<file path="config.mk">
export PLATFORM = sky130hd
export DESIGN_NAME = postfix_expression_evaluator
export DESIGN_NICKNAME = d
export VERILOG_FILES = /design/src/rtl/core/pev_pkg.sv /design/src/rtl/core/pev_front.sv /design/src/rtl/core/pev_cmdq.sv /design/src/rtl/core/pev_back.sv /design/src/rtl/core/postfix_expression_evaluator.sv
export VERILOG_INCLUDE_DIRS = /design/src /design/src/rtl/core
export SDC_FILE = /design/constraint.sdc
export NUM_CORES = 2
export LEC_CHECK = 0
export BUFFER_PORTS_ARGS = -buffer_cell sky130_fd_sc_hd__buf_2
export CAP_MARGIN = 40
export CORE_MARGIN = 4
export CORE_UTILIZATION = 45
export CTS_CLUSTER_DIAMETER = 120
export DETAILED_ROUTE_END_ITERATION = 6
export MAX_ROUTING_LAYER = met4
export PLACE_DENSITY = 0.56
export SLEW_MARGIN = 0
export SYNTH_ARGS = -nofsm -noshare
export SYNTH_HDL_FRONTEND = slang
export SYNTH_HIERARCHICAL = 1
export SYNTH_SLANG_ARGS = --single-unit
</file>
<file path="constraint.sdc">
create_clock -name clock -period 9.9 [get_ports clock]
set_input_delay 1.98 -clock clock [delete_from_list [all_inputs] [get_ports clock]]
set_output_delay 1.98 -clock clock [all_outputs]
set_load 0.05 [all_outputs]
</file>
<file path="src/rtl/core/postfix_expression_evaluator_macros.svh">
// Assertion macros for the postfix expression evaluator
`ifndef POSTFIX_EXPRESSION_EVALUATOR_MACROS_SVH
`define POSTFIX_EXPRESSION_EVALUATOR_MACROS_SVH

// same-cycle implication
`define PEV_CHECK(lbl, ante, cons, msg) \
   lbl: assert property (@(posedge clock) disable iff (reset) (ante) |-> (cons)) \
      else $error(msg);

// next-cycle implication
`define PEV_CHECK_NEXT(lbl, ante, cons, msg) \
   lbl: assert property (@(posedge clock) disable iff (reset) (ante) |=> (cons)) \
      else $error(msg);

`endif

</file>
<file path="src/rtl/core/pev_pkg.sv">
// Shared types and constants of the postfix expression evaluator
package pev_pkg;

   localparam int STACK_DEPTH = 64;
   localparam int PTR_W       = $clog2(STACK_DEPTH);
   localparam int CNT_W       = $clog2(STACK_DEPTH + 1);

   localparam int CMDQ_DEPTH  = 4;
   localparam int CMDQ_PTR_W  = $clog2(CMDQ_DEPTH);
   localparam int CMDQ_CNT_W  = $clog2(CMDQ_DEPTH + 1);

   localparam int DATA_W      = 32;
   localparam int DIV_STEPS   = DATA_W;
   localparam int DIV_STEP_W  = $clog2(DIV_STEPS);

   localparam logic [7:0] CH_ZERO  = 8'h30;
   localparam logic [7:0] CH_NINE  = 8'h39;
   localparam logic [7:0] CH_PLUS  = 8'h2B;
   localparam logic [7:0] CH_MINUS = 8'h2D;
   localparam logic [7:0] CH_STAR  = 8'h2A;
   localparam logic [7:0] CH_SLASH = 8'h2F;

   localparam logic [2:0] OP_PUSH = 3'd0;
   localparam logic [2:0] OP_ADD  = 3'd1;
   localparam logic [2:0] OP_SUB  = 3'd2;
   localparam logic [2:0] OP_MUL  = 3'd3;
   localparam logic [2:0] OP_DIV  = 3'd4;
   localparam logic [2:0] OP_FIN  = 3'd5;

   typedef logic [CNT_W-1:0] cnt_type;

   typedef struct packed {
      logic [7:0] ch;
      logic       finish;
   } req_type;

   typedef struct packed {
      logic signed [DATA_W-1:0] result_value;
      logic                     underflow_seen;
      logic                     overflow_seen;
      logic                     divide_by_zero_seen;
   } rsp_type;

   typedef struct packed {
      logic [2:0] op;
      logic [3:0] val;
   } cmd_type;

   typedef struct packed {
      logic    valid;
      cmd_type cmd;
   } cmd_push_type;

endpackage

</file>
<file path="src/rtl/core/pev_front.sv">
// Front end: accepts requests and decodes characters into stack commands
module pev_front (
   input  logic                  req_valid,
   output logic                  req_stall,
   input  pev_pkg::req_type      req_data,
   input  logic                  cmdq_full,
   output pev_pkg::cmd_push_type cmdq_push
);

   logic             keep;
   pev_pkg::cmd_type cmd;
   logic [7:0]       digit;

   assign digit = req_data.ch - pev_pkg::CH_ZERO;

   always_comb begin
      keep    = 1'b0;
      cmd.op  = pev_pkg::OP_PUSH;
      cmd.val = digit[3:0];
      if (req_data.finish) begin
         keep   = 1'b1;
         cmd.op = pev_pkg::OP_FIN;
      end else begin
         unique case (req_data.ch) inside
            [pev_pkg::CH_ZERO:pev_pkg::CH_NINE]: begin
               keep   = 1'b1;
               cmd.op = pev_pkg::OP_PUSH;
            end
            pev_pkg::CH_PLUS: begin
               keep   = 1'b1;
               cmd.op = pev_pkg::OP_ADD;
            end
            pev_pkg::CH_MINUS: begin
               keep   = 1'b1;
               cmd.op = pev_pkg::OP_SUB;
            end
            pev_pkg::CH_STAR: begin
               keep   = 1'b1;
               cmd.op = pev_pkg::OP_MUL;
            end
            pev_pkg::CH_SLASH: begin
               keep   = 1'b1;
               cmd.op = pev_pkg::OP_DIV;
            end
            default: keep = 1'b0;
         endcase
      end
   end

   assign req_stall       = cmdq_full;
   assign cmdq_push.valid = req_valid & ~cmdq_full & keep;
   assign cmdq_push.cmd   = cmd;

endmodule

</file>
<file path="src/rtl/core/pev_cmdq.sv">
// Command queue between front end and stack engine
module pev_cmdq (
   input  logic                  clock,
   input  logic                  reset,
   input  pev_pkg::cmd_push_type push,
   output logic                  full,
   output logic                  cmd_valid,
   output pev_pkg::cmd_type      cmd,
   input  logic                  cmd_pop
);

   localparam logic [pev_pkg::CMDQ_PTR_W-1:0] LAST_PTR =
      pev_pkg::CMDQ_PTR_W'(pev_pkg::CMDQ_DEPTH - 1);

   pev_pkg::cmd_type                q_ff [pev_pkg::CMDQ_DEPTH];
   logic [pev_pkg::CMDQ_PTR_W-1:0]  wr_ptr_ff, wr_ptr_in;
   logic [pev_pkg::CMDQ_PTR_W-1:0]  rd_ptr_ff, rd_ptr_in;
   logic [pev_pkg::CMDQ_CNT_W-1:0]  fill_ff, fill_in;
   logic                            do_push, do_pop;

   assign full      = (fill_ff == pev_pkg::CMDQ_CNT_W'(pev_pkg::CMDQ_DEPTH));
   assign cmd_valid = (fill_ff != '0);
   assign cmd       = q_ff[rd_ptr_ff];
   assign do_push   = push.valid & ~full;
   assign do_pop    = cmd_pop & cmd_valid;

   always_comb begin
      wr_ptr_in = wr_ptr_ff;
      rd_ptr_in = rd_ptr_ff;
      fill_in   = fill_ff;
      if (do_push) begin
         wr_ptr_in = (wr_ptr_ff == LAST_PTR) ? '0 : wr_ptr_ff + 1'b1;
      end
      if (do_pop) begin
         rd_ptr_in = (rd_ptr_ff == LAST_PTR) ? '0 : rd_ptr_ff + 1'b1;
      end
      if (do_push && !do_pop) begin
         fill_in = fill_ff + 1'b1;
      end else if (do_pop && !do_push) begin
         fill_in = fill_ff - 1'b1;
      end
   end

   always_ff @(posedge clock) begin
      if (reset) begin
         wr_ptr_ff <= '0;
         rd_ptr_ff <= '0;
         fill_ff   <= '0;
      end else begin
         wr_ptr_ff <= wr_ptr_in;
         rd_ptr_ff <= rd_ptr_in;
         fill_ff   <= fill_in;
      end
   end

   always_ff @(posedge clock) begin
      if (do_push) begin
         q_ff[wr_ptr_ff] <= push.cmd;
      end
   end

endmodule

</file>
<file path="src/rtl/core/pev_back.sv">
// Stack engine: operand stack, arithmetic, iterative divider, result register
module pev_back (
   input  logic                  clock,
   input  logic                  reset,
   input  logic                  cmd_valid,
   input  pev_pkg::cmd_type      cmd,
   output logic                  cmd_pop,
   output logic                  rsp_valid,
   input  logic                  rsp_stall,
   output pev_pkg::rsp_type      rsp_data,
   output pev_pkg::cnt_type      stack_count
);

   localparam int DW = pev_pkg::DATA_W;

   localparam logic [2:0] S_IDLE = 3'd0;
   localparam logic [2:0] S_POP2 = 3'd1;
   localparam logic [2:0] S_OPER = 3'd2;
   localparam logic [2:0] S_CALC = 3'd3;
   localparam logic [2:0] S_DIV  = 3'd4;
   localparam logic [2:0] S_DFIX = 3'd5;
   localparam logic [2:0] S_PUSH = 3'd6;
   localparam logic [2:0] S_FIN  = 3'd7;

   localparam pev_pkg::cnt_type FULL_CNT = pev_pkg::CNT_W'(pev_pkg::STACK_DEPTH);
   localparam logic [pev_pkg::DIV_STEP_W-1:0] LAST_STEP =
      pev_pkg::DIV_STEP_W'(pev_pkg::DIV_STEPS - 1);

   logic [DW-1:0]                   stack_ff [pev_pkg::STACK_DEPTH];
   logic [DW-1:0]                   rdata_ff;

   logic [2:0]                      state_ff, state_in;
   pev_pkg::cnt_type                count_ff, count_in, cnt_m1;
   logic                            unf_ff, unf_in;
   logic                            ovf_ff, ovf_in;
   logic                            dz_ff, dz_in;
   logic [2:0]                      op_ff, op_in;
   logic                            rd_mem_ff, rd_mem_in;
   logic [DW-1:0]                   rhs_ff, rhs_in;
   logic [DW-1:0]                   lhs_ff, lhs_in;
   logic [DW-1:0]                   res_ff, res_in;
   logic [DW-1:0]                   dvd_ff, dvd_in;
   logic [DW-1:0]                   dvs_ff, dvs_in;
   logic [DW-1:0]                   rem_ff, rem_in;
   logic                            neg_ff, neg_in;
   logic [pev_pkg::DIV_STEP_W-1:0]  step_ff, step_in;
   logic                            rsp_valid_ff, rsp_valid_in;
   pev_pkg::rsp_type                rsp_data_ff, rsp_data_in;

   logic                            pop_req;
   logic                            rd_en, wr_en;
   logic [pev_pkg::PTR_W-1:0]       rd_addr, wr_addr;
   logic [DW:0]                     trial, diff;
   logic [DW-1:0]                   popped;

   assign cnt_m1  = count_ff - 1'b1;
   assign rd_addr = cnt_m1[pev_pkg::PTR_W-1:0];
   assign wr_addr = count_ff[pev_pkg::PTR_W-1:0];
   assign popped  = rd_mem_ff ? rdata_ff : '1;
   assign trial   = {rem_ff, dvd_ff[DW-1]};
   assign diff    = trial - {1'b0, dvs_ff};

   assign cmd_pop     = (state_ff == S_IDLE) & cmd_valid;
   assign rsp_valid   = rsp_valid_ff;
   assign rsp_data    = rsp_data_ff;
   assign stack_count = count_ff;

   always_comb begin
      state_in     = state_ff;
      count_in     = count_ff;
      unf_in       = unf_ff;
      ovf_in       = ovf_ff;
      dz_in        = dz_ff;
      op_in        = op_ff;
      rd_mem_in    = rd_mem_ff;
      rhs_in       = rhs_ff;
      lhs_in       = lhs_ff;
      res_in       = res_ff;
      dvd_in       = dvd_ff;
      dvs_in       = dvs_ff;
      rem_in       = rem_ff;
      neg_in       = neg_ff;
      step_in      = step_ff;
      rsp_valid_in = rsp_valid_ff & rsp_stall;
      rsp_data_in  = rsp_data_ff;
      pop_req      = 1'b0;
      rd_en        = 1'b0;
      wr_en        = 1'b0;

      unique case (state_ff)
         S_IDLE: begin
            if (cmd_valid) begin
               op_in = cmd.op;
               if (cmd.op == pev_pkg::OP_PUSH) begin
                  res_in   = DW'(cmd.val);
                  state_in = S_PUSH;
               end else if (cmd.op == pev_pkg::OP_FIN) begin
                  pop_req  = 1'b1;
                  state_in = S_FIN;
               end else begin
                  pop_req  = 1'b1;
                  state_in = S_POP2;
               end
            end
         end
         S_POP2: begin
            rhs_in   = popped;
            pop_req  = 1'b1;
            state_in = S_OPER;
         end
         S_OPER: begin
            lhs_in   = popped;
            state_in = S_CALC;
         end
         S_CALC: begin
            state_in = S_PUSH;
            unique case (op_ff)
               pev_pkg::OP_ADD: res_in = lhs_ff + rhs_ff;
               pev_pkg::OP_SUB: res_in = lhs_ff - rhs_ff;
               pev_pkg::OP_MUL: res_in = lhs_ff * rhs_ff;
               pev_pkg::OP_DIV: begin
                  if (rhs_ff == '0) begin
                     res_in = '0;
                     dz_in  = 1'b1;
                  end else begin
                     dvd_in   = lhs_ff[DW-1] ? -lhs_ff : lhs_ff;
                     dvs_in   = rhs_ff[DW-1] ? -rhs_ff : rhs_ff;
                     rem_in   = '0;
                     step_in  = '0;
                     neg_in   = lhs_ff[DW-1] ^ rhs_ff[DW-1];
                     state_in = S_DIV;
                  end
               end
               default: res_in = lhs_ff;
            endcase
         end
         S_DIV: begin
            // restoring division, one quotient bit per cycle
            if (!diff[DW]) begin
               rem_in = diff[DW-1:0];
               dvd_in = {dvd_ff[DW-2:0], 1'b1};
            end else begin
               rem_in = trial[DW-1:0];
               dvd_in = {dvd_ff[DW-2:0], 1'b0};
            end
            step_in = step_ff + 1'b1;
            if (step_ff == LAST_STEP) begin
               state_in = S_DFIX;
            end
         end
         S_DFIX: begin
            res_in   = neg_ff ? -dvd_ff : dvd_ff;
            state_in = S_PUSH;
         end
         S_PUSH: begin
            if (count_ff == FULL_CNT) begin
               ovf_in = 1'b1;
            end else begin
               wr_en    = 1'b1;
               count_in = count_ff + 1'b1;
            end
            state_in = S_IDLE;
         end
         S_FIN: begin
            if (!rsp_valid_ff || !rsp_stall) begin
               rsp_valid_in                    = 1'b1;
               rsp_data_in.result_value        = popped;
               rsp_data_in.underflow_seen      = unf_ff;
               rsp_data_in.overflow_seen       = ovf_ff;
               rsp_data_in.divide_by_zero_seen = dz_ff;
               count_in                        = '0;
               unf_in                          = 1'b0;
               ovf_in                          = 1'b0;
               dz_in                           = 1'b0;
               state_in                        = S_IDLE;
            end
         end
         default: state_in = S_IDLE;
      endcase

      // shared pop: empty stack yields all ones
      if (pop_req) begin
         if (count_ff == '0) begin
            unf_in    = 1'b1;
            rd_mem_in = 1'b0;
         end else begin
            rd_en     = 1'b1;
            rd_mem_in = 1'b1;
            count_in  = cnt_m1;
         end
      end
   end

   always_ff @(posedge clock) begin
      if (reset) begin
         state_ff     <= S_IDLE;
         count_ff     <= '0;
         unf_ff       <= 1'b0;
         ovf_ff       <= 1'b0;
         dz_ff        <= 1'b0;
         rsp_valid_ff <= 1'b0;
      end else begin
         state_ff     <= state_in;
         count_ff     <= count_in;
         unf_ff       <= unf_in;
         ovf_ff       <= ovf_in;
         dz_ff        <= dz_in;
         rsp_valid_ff <= rsp_valid_in;
      end
   end

   always_ff @(posedge clock) begin
      op_ff       <= op_in;
      rd_mem_ff   <= rd_mem_in;
      rhs_ff      <= rhs_in;
      lhs_ff      <= lhs_in;
      res_ff      <= res_in;
      dvd_ff      <= dvd_in;
      dvs_ff      <= dvs_in;
      rem_ff      <= rem_in;
      neg_ff      <= neg_in;
      step_ff     <= step_in;
      rsp_data_ff <= rsp_data_in;
   end

   always_ff @(posedge clock) begin
      if (wr_en) begin
         stack_ff[wr_addr] <= res_ff;
      end
      if (rd_en) begin
         rdata_ff <= stack_ff[rd_addr];
      end
   end

endmodule

</file>
<file path="src/rtl/core/postfix_expression_evaluator.sv">
// Top level of the postfix expression evaluator
//
//   channel  ports                               dir  moves
//   req      req_valid  req_stall  req_data      in   one character or terminator
//   rsp      rsp_valid  rsp_stall  rsp_data      out  final value and error flags
//
// Engine states per request: digit PUSH; + - * POP2, OPER, CALC, PUSH; / on a nonzero
// divisor adds DIV (32-step divider), DFIX; terminator FIN; front end drops others.
// A 4-entry command queue lets the front end take requests while the engine works.
// Synchronous active-high reset clears control state; the operand stack is not cleared.
// rsp_stall holds the engine at a terminator until the result register is free.
module postfix_expression_evaluator (
   input  logic             clock,
   input  logic             reset,
   input  logic             req_valid,
   output logic             req_stall,
   input  pev_pkg::req_type req_data,
   output logic             rsp_valid,
   input  logic             rsp_stall,
   output pev_pkg::rsp_type rsp_data
);

`include "postfix_expression_evaluator_macros.svh"

   localparam pev_pkg::cnt_type FULL_CNT = pev_pkg::CNT_W'(pev_pkg::STACK_DEPTH);

   pev_pkg::cmd_push_type cmdq_push;
   logic                  cmdq_full;
   logic                  cmd_valid;
   pev_pkg::cmd_type      cmd;
   logic                  cmd_pop;
   pev_pkg::cnt_type      stack_count;

   pev_front u_front (
      .req_valid (req_valid),
      .req_stall (req_stall),
      .req_data  (req_data),
      .cmdq_full (cmdq_full),
      .cmdq_push (cmdq_push)
   );

   pev_cmdq u_cmdq (
      .clock     (clock),
      .reset     (reset),
      .push      (cmdq_push),
      .full      (cmdq_full),
      .cmd_valid (cmd_valid),
      .cmd       (cmd),
      .cmd_pop   (cmd_pop)
   );

   pev_back u_back (
      .clock       (clock),
      .reset       (reset),
      .cmd_valid   (cmd_valid),
      .cmd         (cmd),
      .cmd_pop     (cmd_pop),
      .rsp_valid   (rsp_valid),
      .rsp_stall   (rsp_stall),
      .rsp_data    (rsp_data),
      .stack_count (stack_count)
   );

   `PEV_CHECK(a_push_not_full, cmdq_push.valid, !cmdq_full, "push into full command queue")
   `PEV_CHECK(a_count_bound, 1'b1, stack_count <= FULL_CNT, "stack count past depth")
   `PEV_CHECK(a_fin_clears, $rose(rsp_valid), stack_count == '0, "stack not cleared at result")
   `PEV_CHECK_NEXT(a_pop_valid, cmd_pop && !cmd_valid, 1'b0, "command popped from empty queue")

endmodule

</file>
# After elaboration in Yosys (flattened, before gate mapping)
# Memories as Yosys holds them, arrays and structs flattened. A register that Yosys moved wholly into a read port is not among the register bits.
# Cells that the tools add are included.
# word_totals
inputBits	13
reg_bits	258
mem_bits_rw	2076
n_memories	2
# memory_table
memory	depth	width	read_ports	rd_clocked_by_memory_dff	write_ports	line_no	source
u_back.stack_ff	64	32	1	1	1	pev_back.sv:29	logic [DW-1:0] stack_ff [pev_pkg::STACK_DEPTH];
u_cmdq.q_ff	4	7	1	1	1	pev_cmdq.sv:15	pev_pkg::cmd_type q_ff [pev_pkg::CMDQ_DEPTH];
# op_classes
addsub	14
mul	1
magnitude_cmp	2
reduce_logical	27
n_eq_ne	30
bitwise_logic	9
n_mux	66
# ops
op	count
two-way mux 32 bit	11
case mux 32 bit (2 select lines)	2
case mux 32 bit (4 select lines)	1
negator 32 bit	3
case mux 32 bit (3 select lines)	1
subtractor 33 x 32 -> 33 bit	1
adder 32 bit	1
equality test 8 x 6 -> 1 bit (second input constant)	4
zero test 32 bit	1
multiplier 32 x 32 -> 32 bit	1
subtractor 32 bit	1
two-way mux 31 bit	1
two-way mux 7 bit	4
two-way mux 3 bit	9
case mux 3 bit (8 select lines)	1
two-way mux 1 bit	23
equality test 3 bit (second input constant)	7
case mux 7 bit (2 select lines)	1
equality test 3 x 2 -> 1 bit (second input constant)	4
!= test 2 x 1 -> 1 bit (second input constant)	6
case mux 3 bit (4 select lines)	1
AND reduction 3 bit	4
two-way mux 2 bit	5
two-way mux 5 bit	2
30 further kinds	54

# Logic depth before layout (Yosys ltp)
# logic_depth
ltp_word	11
ltp_mapped	28
depth_no_buf	26

# By module
# The synthesis kept the hierarchy.
# by_module_without_submodules
mod	seq_area_each_um2	cells_each	area_each_um2	n_inst
pev_back	69857.0	6278	109930.4	1
pev_cmdq	1021.0	85	1497.7	1
pev_front	0.0	21	151.4	1

# Worst setup path after synthesis
# OpenSTA, ideal clock, no wires.
# synth_timing
kind	register to register
from	reg u_back.lhs_ff[14]
to	reg u_back.res_ff[31] (data pin)
required_time_ns	9.644
setup_time_ns	0.256
slack_ns	2.515
t_arrival_ns	7.129
path_stages_with_launch	27
cell_sequence	edfxtp_1 -> clkbuf_1 -> clkbuf_1 -> and2_1 -> fa_1 -> inv_1 -> fa_1 -> fa_1 -> fa_1 -> inv_1 -> fa_1 -> inv_1 -> fa_1 -> inv_1 -> fa_1 -> fa_1 -> ha_1 -> nand2_1 -> o21ai_0 -> o41ai_1 -> o22ai_1 -> a211oi_1 -> o21ai_0 -> o41ai_1 -> xnor2_1 -> o221ai_1 -> a22o_1
# synth_via
elab_chain_len	3
elab_cells_between_ends	5
cone_classes	add/sub: 2; mul: 1; mux: 2
# synth_lines
element	line_no	source
start, declared	pev_back.sv:40	logic [DW-1:0] lhs_ff, lhs_in;
start signal, assigned	pev_back.sv:216	lhs_ff <= lhs_in;
multiplier 32 x 32 -> 32 bit (tied with other cells)	pev_back.sv:120	pev_pkg::OP_MUL: res_in = lhs_ff * rhs_ff;
case mux 32 bit (4 select lines) (*)	pev_back.sv:117	unique case (op_ff)
case mux 32 bit (3 select lines) (*)	pev_back.sv:90	unique case (state_ff)
named net u_back.res_in[31]	pev_back.sv:41	logic [DW-1:0] res_ff, res_in;
end signal, assigned	pev_back.sv:217	res_ff <= res_in;
end, declared	pev_back.sv:41	
# Mark *: on every way through the listed nets, which the timed path passes. The rest lies on a longest branch.
# A chain may end at the register's enable or synchronous reset.

# Worst setup path in the final report
# layout_timing
from	reg u_back.rhs_ff[2]
to	reg u_back.res_ff[31] (data pin)
# layout_via
elab_chain_len	3
elab_cells_between_ends	5
cone_classes	add/sub: 2; mul: 1; mux: 2
# layout_lines
element	line_no	source
start, declared	pev_back.sv:39	logic [DW-1:0] rhs_ff, rhs_in;
start signal, assigned	pev_back.sv:215	rhs_ff <= rhs_in;
multiplier 32 x 32 -> 32 bit (tied with other cells)	pev_back.sv:120	
case mux 32 bit (4 select lines) (*)	pev_back.sv:117	
case mux 32 bit (3 select lines) (*)	pev_back.sv:90	
named net u_back.res_in[31]	pev_back.sv:41	
# Marks and branches as above.

==> results.toml <==
[detailed_routing]
detail_route.wl_per_cell_um = 28.8
dr.pass1.iters = 7
via_per_inst = 5.74
drc = 0
first_iter_violations = 5719
vias = 57800
antenna_left = 0
wl_mm = 291

[finish]
drive_above_1_share_pct = 21.2
nFillCells = 20300
area_delta_synth_final_pct = 12.3
design_area_um2 = 125000
layout.nets = 7176

[die]
start_util_pct = 45.3
die_area_um2 = 256000
num_rows = 182
die_h_um = 506
coreArea_um2 = 246000
die_w_um = 506
ioPinCount = 50

[synthesis]
ys_ff_latch = 2368
synthCells = 6384
synth-edff-count = 2345
yosysWarnings = 6
avgSynthCellArea_um2 = 17.5
async_flop_share_pct = 0
synth_top_cell_by_area = "edfxtp_1"
synthesis.area_um2 = 112000
synth_top_area_share_pct = 63.1
yosys.cell_types.count = 82
synth.net_count = 7008
synth.area.top_cells = "edfxtp_1 (63%), mux4_2 (14%), fa_1 (7.4%)"
synth-main-ff-cell = "edfxtp_1"
ys_seq_area_share_pct = 63.5

[worst_hold_path]
worstHoldPathType = "reg -> reg"

[placed_design]
post-dp-hpwl_mm = 182
dpl_worst_slack_ps = 1660
io_buffers = 49
place_congestion = 0.901
placed_cell_area_um2 = 117000

[clocking]
cts.sinks = 2368
cts_hold_buffers = 0
root_buffer = "clkbuf_16"
post_cts_resize_count = 0
numCtsBuffers = 238
cts_tree = "done"
cts_setup_buffers = 0
ctsLongestPathBuffers = 3
htree_levels = 4
clock_latency_ps = 890
clkTransAtPathRegs_ps = 60

[global_routing]
antenna_found_initial = 7
grt_pass1_wl_mm = 428
grt_pass1_vias = 60200
grtUsageTotal_pct = 23.5
grt_overflow = 0
grt_max_degree = 136

[sta]
report.final.slew_viol_count = 0
min_period_over_period_pct = 83.5
skew_ps = 129
fin_ws_ps = 1640
hold_slack_ps = 445
rsz0062_at_grt = "no"
tightest_slew_ps = 974
max_freq_mhz = 121
hold_violations = 0
fin_setup_tns_ps = 0
post-route-min-period_ps = 8260
finalSetupViolations = 0
slew_headroom_pct = 35.1

[setup_path]
critPathRequiredTime_ps = 10470
worstSetupPathType = "reg -> reg"
worst-path-buf-inv = 6
cpMostUsedCell = "fa_1"
cp_slowest_cell = "edfxtp_1"
crit_family = "adder cells"
crit_path_max_incr_delay_ps = 610
cp-end-kind = "register"
worst-path-max-fanout = 24
start_kind = "register"
arrival_ps = 8840

[run_status]
status = "complete, no violations"

[job]
cap_violations = 0
## worst paths after layout
kind                               from                            to  slack [ps]  cells past startpoint
max          u_back/rhs_ff[2]$_DFFE_PP_   u_back/res_ff[31]$_DFFE_PP_        1640                     26
min reg2reg   u_back/dz_ff$_SDFFE_PP0P_  u_back/rsp_data[0]$_DFFE_PP_         440                      0
min           u_back/dz_ff$_SDFFE_PP0P_  u_back/rsp_data[0]$_DFFE_PP_         440                      0
max reg2reg  u_back/rhs_ff[2]$_DFFE_PP_   u_back/res_ff[31]$_DFFE_PP_        1640                     26
## flip-flops by register name, indices dropped and copies added (netlist names), named ones only
| name | flops |
|---|---|
| u_back/ovf_ff | 1 |
| u_back/rsp_data | 35 |
| u_back/rem_ff | 32 |
| u_back/dvs_ff | 32 |
| u_back/rdata_ff | 32 |
| u_back/rsp_valid | 1 |
| u_back/dz_ff | 1 |
| u_back/rhs_ff | 32 |
| u_cmdq/fill_ff | 3 |
| u_back/neg_ff | 1 |
| u_back/unf_ff | 1 |
| u_back/stack_ff | 2048 |
| u_back/op_ff | 3 |
| u_back/stack_count | 7 |
| u_cmdq/rd_ptr_ff | 2 |
| u_cmdq/wr_ptr_ff | 2 |
| u_back/step_ff | 5 |
| u_back/state_ff | 3 |
| u_back/dvd_ff | 32 |
| u_back/lhs_ff | 32 |
| u_cmdq/q_ff | 28 |
| u_back/res_ff | 32 |
| u_back/rd_mem_ff | 1 |
## kinds of logic after synthesis
group | synth area share (%)
fa+ha+maj | 9.62
mux | 14.1
xor+xnor | 2.02
buf+inv | 2.73
flops | 63.5
compound gates | 2.79
simple gates | 5.23
## metal layers
| layer | vias up | wire length [um] | global-route usage [%] |
|---|---|---|---|
| met1 | 31100 | 122000 | 31.4 |
| met2 | 1676 | 144000 | 38.2 |
| met5 | - | 0 | - |
| met4 | 0 | 8670 | 6.29 |
| met3 | 409 | 15700 | 3.14 |
| li1 | 24600 | - | - |
## cells in the mapped netlist (all sizes together), types with 19 or more instances
cell type     n
and2        320
ha          200
nand2b       62
clkbuf      275
o31ai        36
buf          75
a21o         32
nor3         24
o21a         19
dfxtp        23
o22ai        24
a31oi        20
edfxtp     2345
nor2        203
mux4        679
mux2i        40
o21ai       128
inv         446
fa          411
xnor2       134
or3          33
nand2       386
a21oi        94
nand3        27
xor2        123
## per-stage QoR
step                      utilization [%]  cells
after detailed placement             47.6   9623
after global placement               47.4   9595
final                                50.9  10100
after floorplan                         -   6384
after CTS                            50.9  10100
after global routing                 50.9  10100
## worst reg2reg max path: stages, from the launching register on
cell,delay [ps]
edfxtp_1,610
buf_4,320
and2_1,210
fa_1,530
inv_1,50
fa_1,490
fa_1,460
fa_1,560
inv_1,50
fa_1,500
inv_1,50
fa_1,520
inv_1,50
fa_1,490
fa_1,420
ha_1,360
nand2_1,90
o21ai_0,110
o41ai_1,370
o22ai_1,150
a211oi_1,390
buf_4,240
o21ai_0,120
o41ai_1,370
xnor2_1,180
o221ai_1,140
a22o_1,210
## cell usage in the layout (no fill, tap or decap), types with 25 or more instances in the layout
| cell type | netlist | layout |
|---|---|---|
| inv_1 | 446 | 445 |
| mux2i_1 | 40 | 40 |
| nor2_1 | 202 | 138 |
| a21o_1 | 32 | 32 |
| nor2_4 | 0 | 64 |
| nand2_1 | 386 | 386 |
| clkbuf_1 | 275 | 35 |
| fa_1 | 411 | 411 |
| clkbuf_16 | 0 | 240 |
| clkinv_1 | 0 | 55 |
| ha_1 | 200 | 199 |
| bufinv_16 | 0 | 25 |
| nand2b_1 | 62 | 62 |
| and2_1 | 320 | 318 |
| or3_1 | 28 | 28 |
| clkinv_2 | 0 | 60 |
| edfxtp_1 | 2345 | 2345 |
| xnor2_1 | 134 | 131 |
| xor2_1 | 123 | 121 |
| buf_4 | 5 | 191 |
| o31ai_1 | 34 | 34 |
| nand3_1 | 27 | 27 |
| mux4_2 | 679 | 679 |
| buf_2 | 5 | 52 |
| a21oi_1 | 94 | 93 |
| o21ai_0 | 117 | 117 |
## cell type report
type / instances / area [um2] / area share, %
clock inverters: 170 / 1780 / 1.42
multi-input cells: 3220 / 38200 / 30.5
well taps: 3312 / 4140 / 3.31
flip-flops and latches: 2368 / 70900 / 56.6
inverters: 446 / 1670 / 1.34
diodes: 5 / 12.5 / 0.00998
repair buffers: 278 / 2450 / 1.95
clock buffers: 277 / 6160 / 4.92
Power is left out: the tool's default activity adds up to more than one toggle a clock period on the data nets, which glitch-free logic cannot reach.
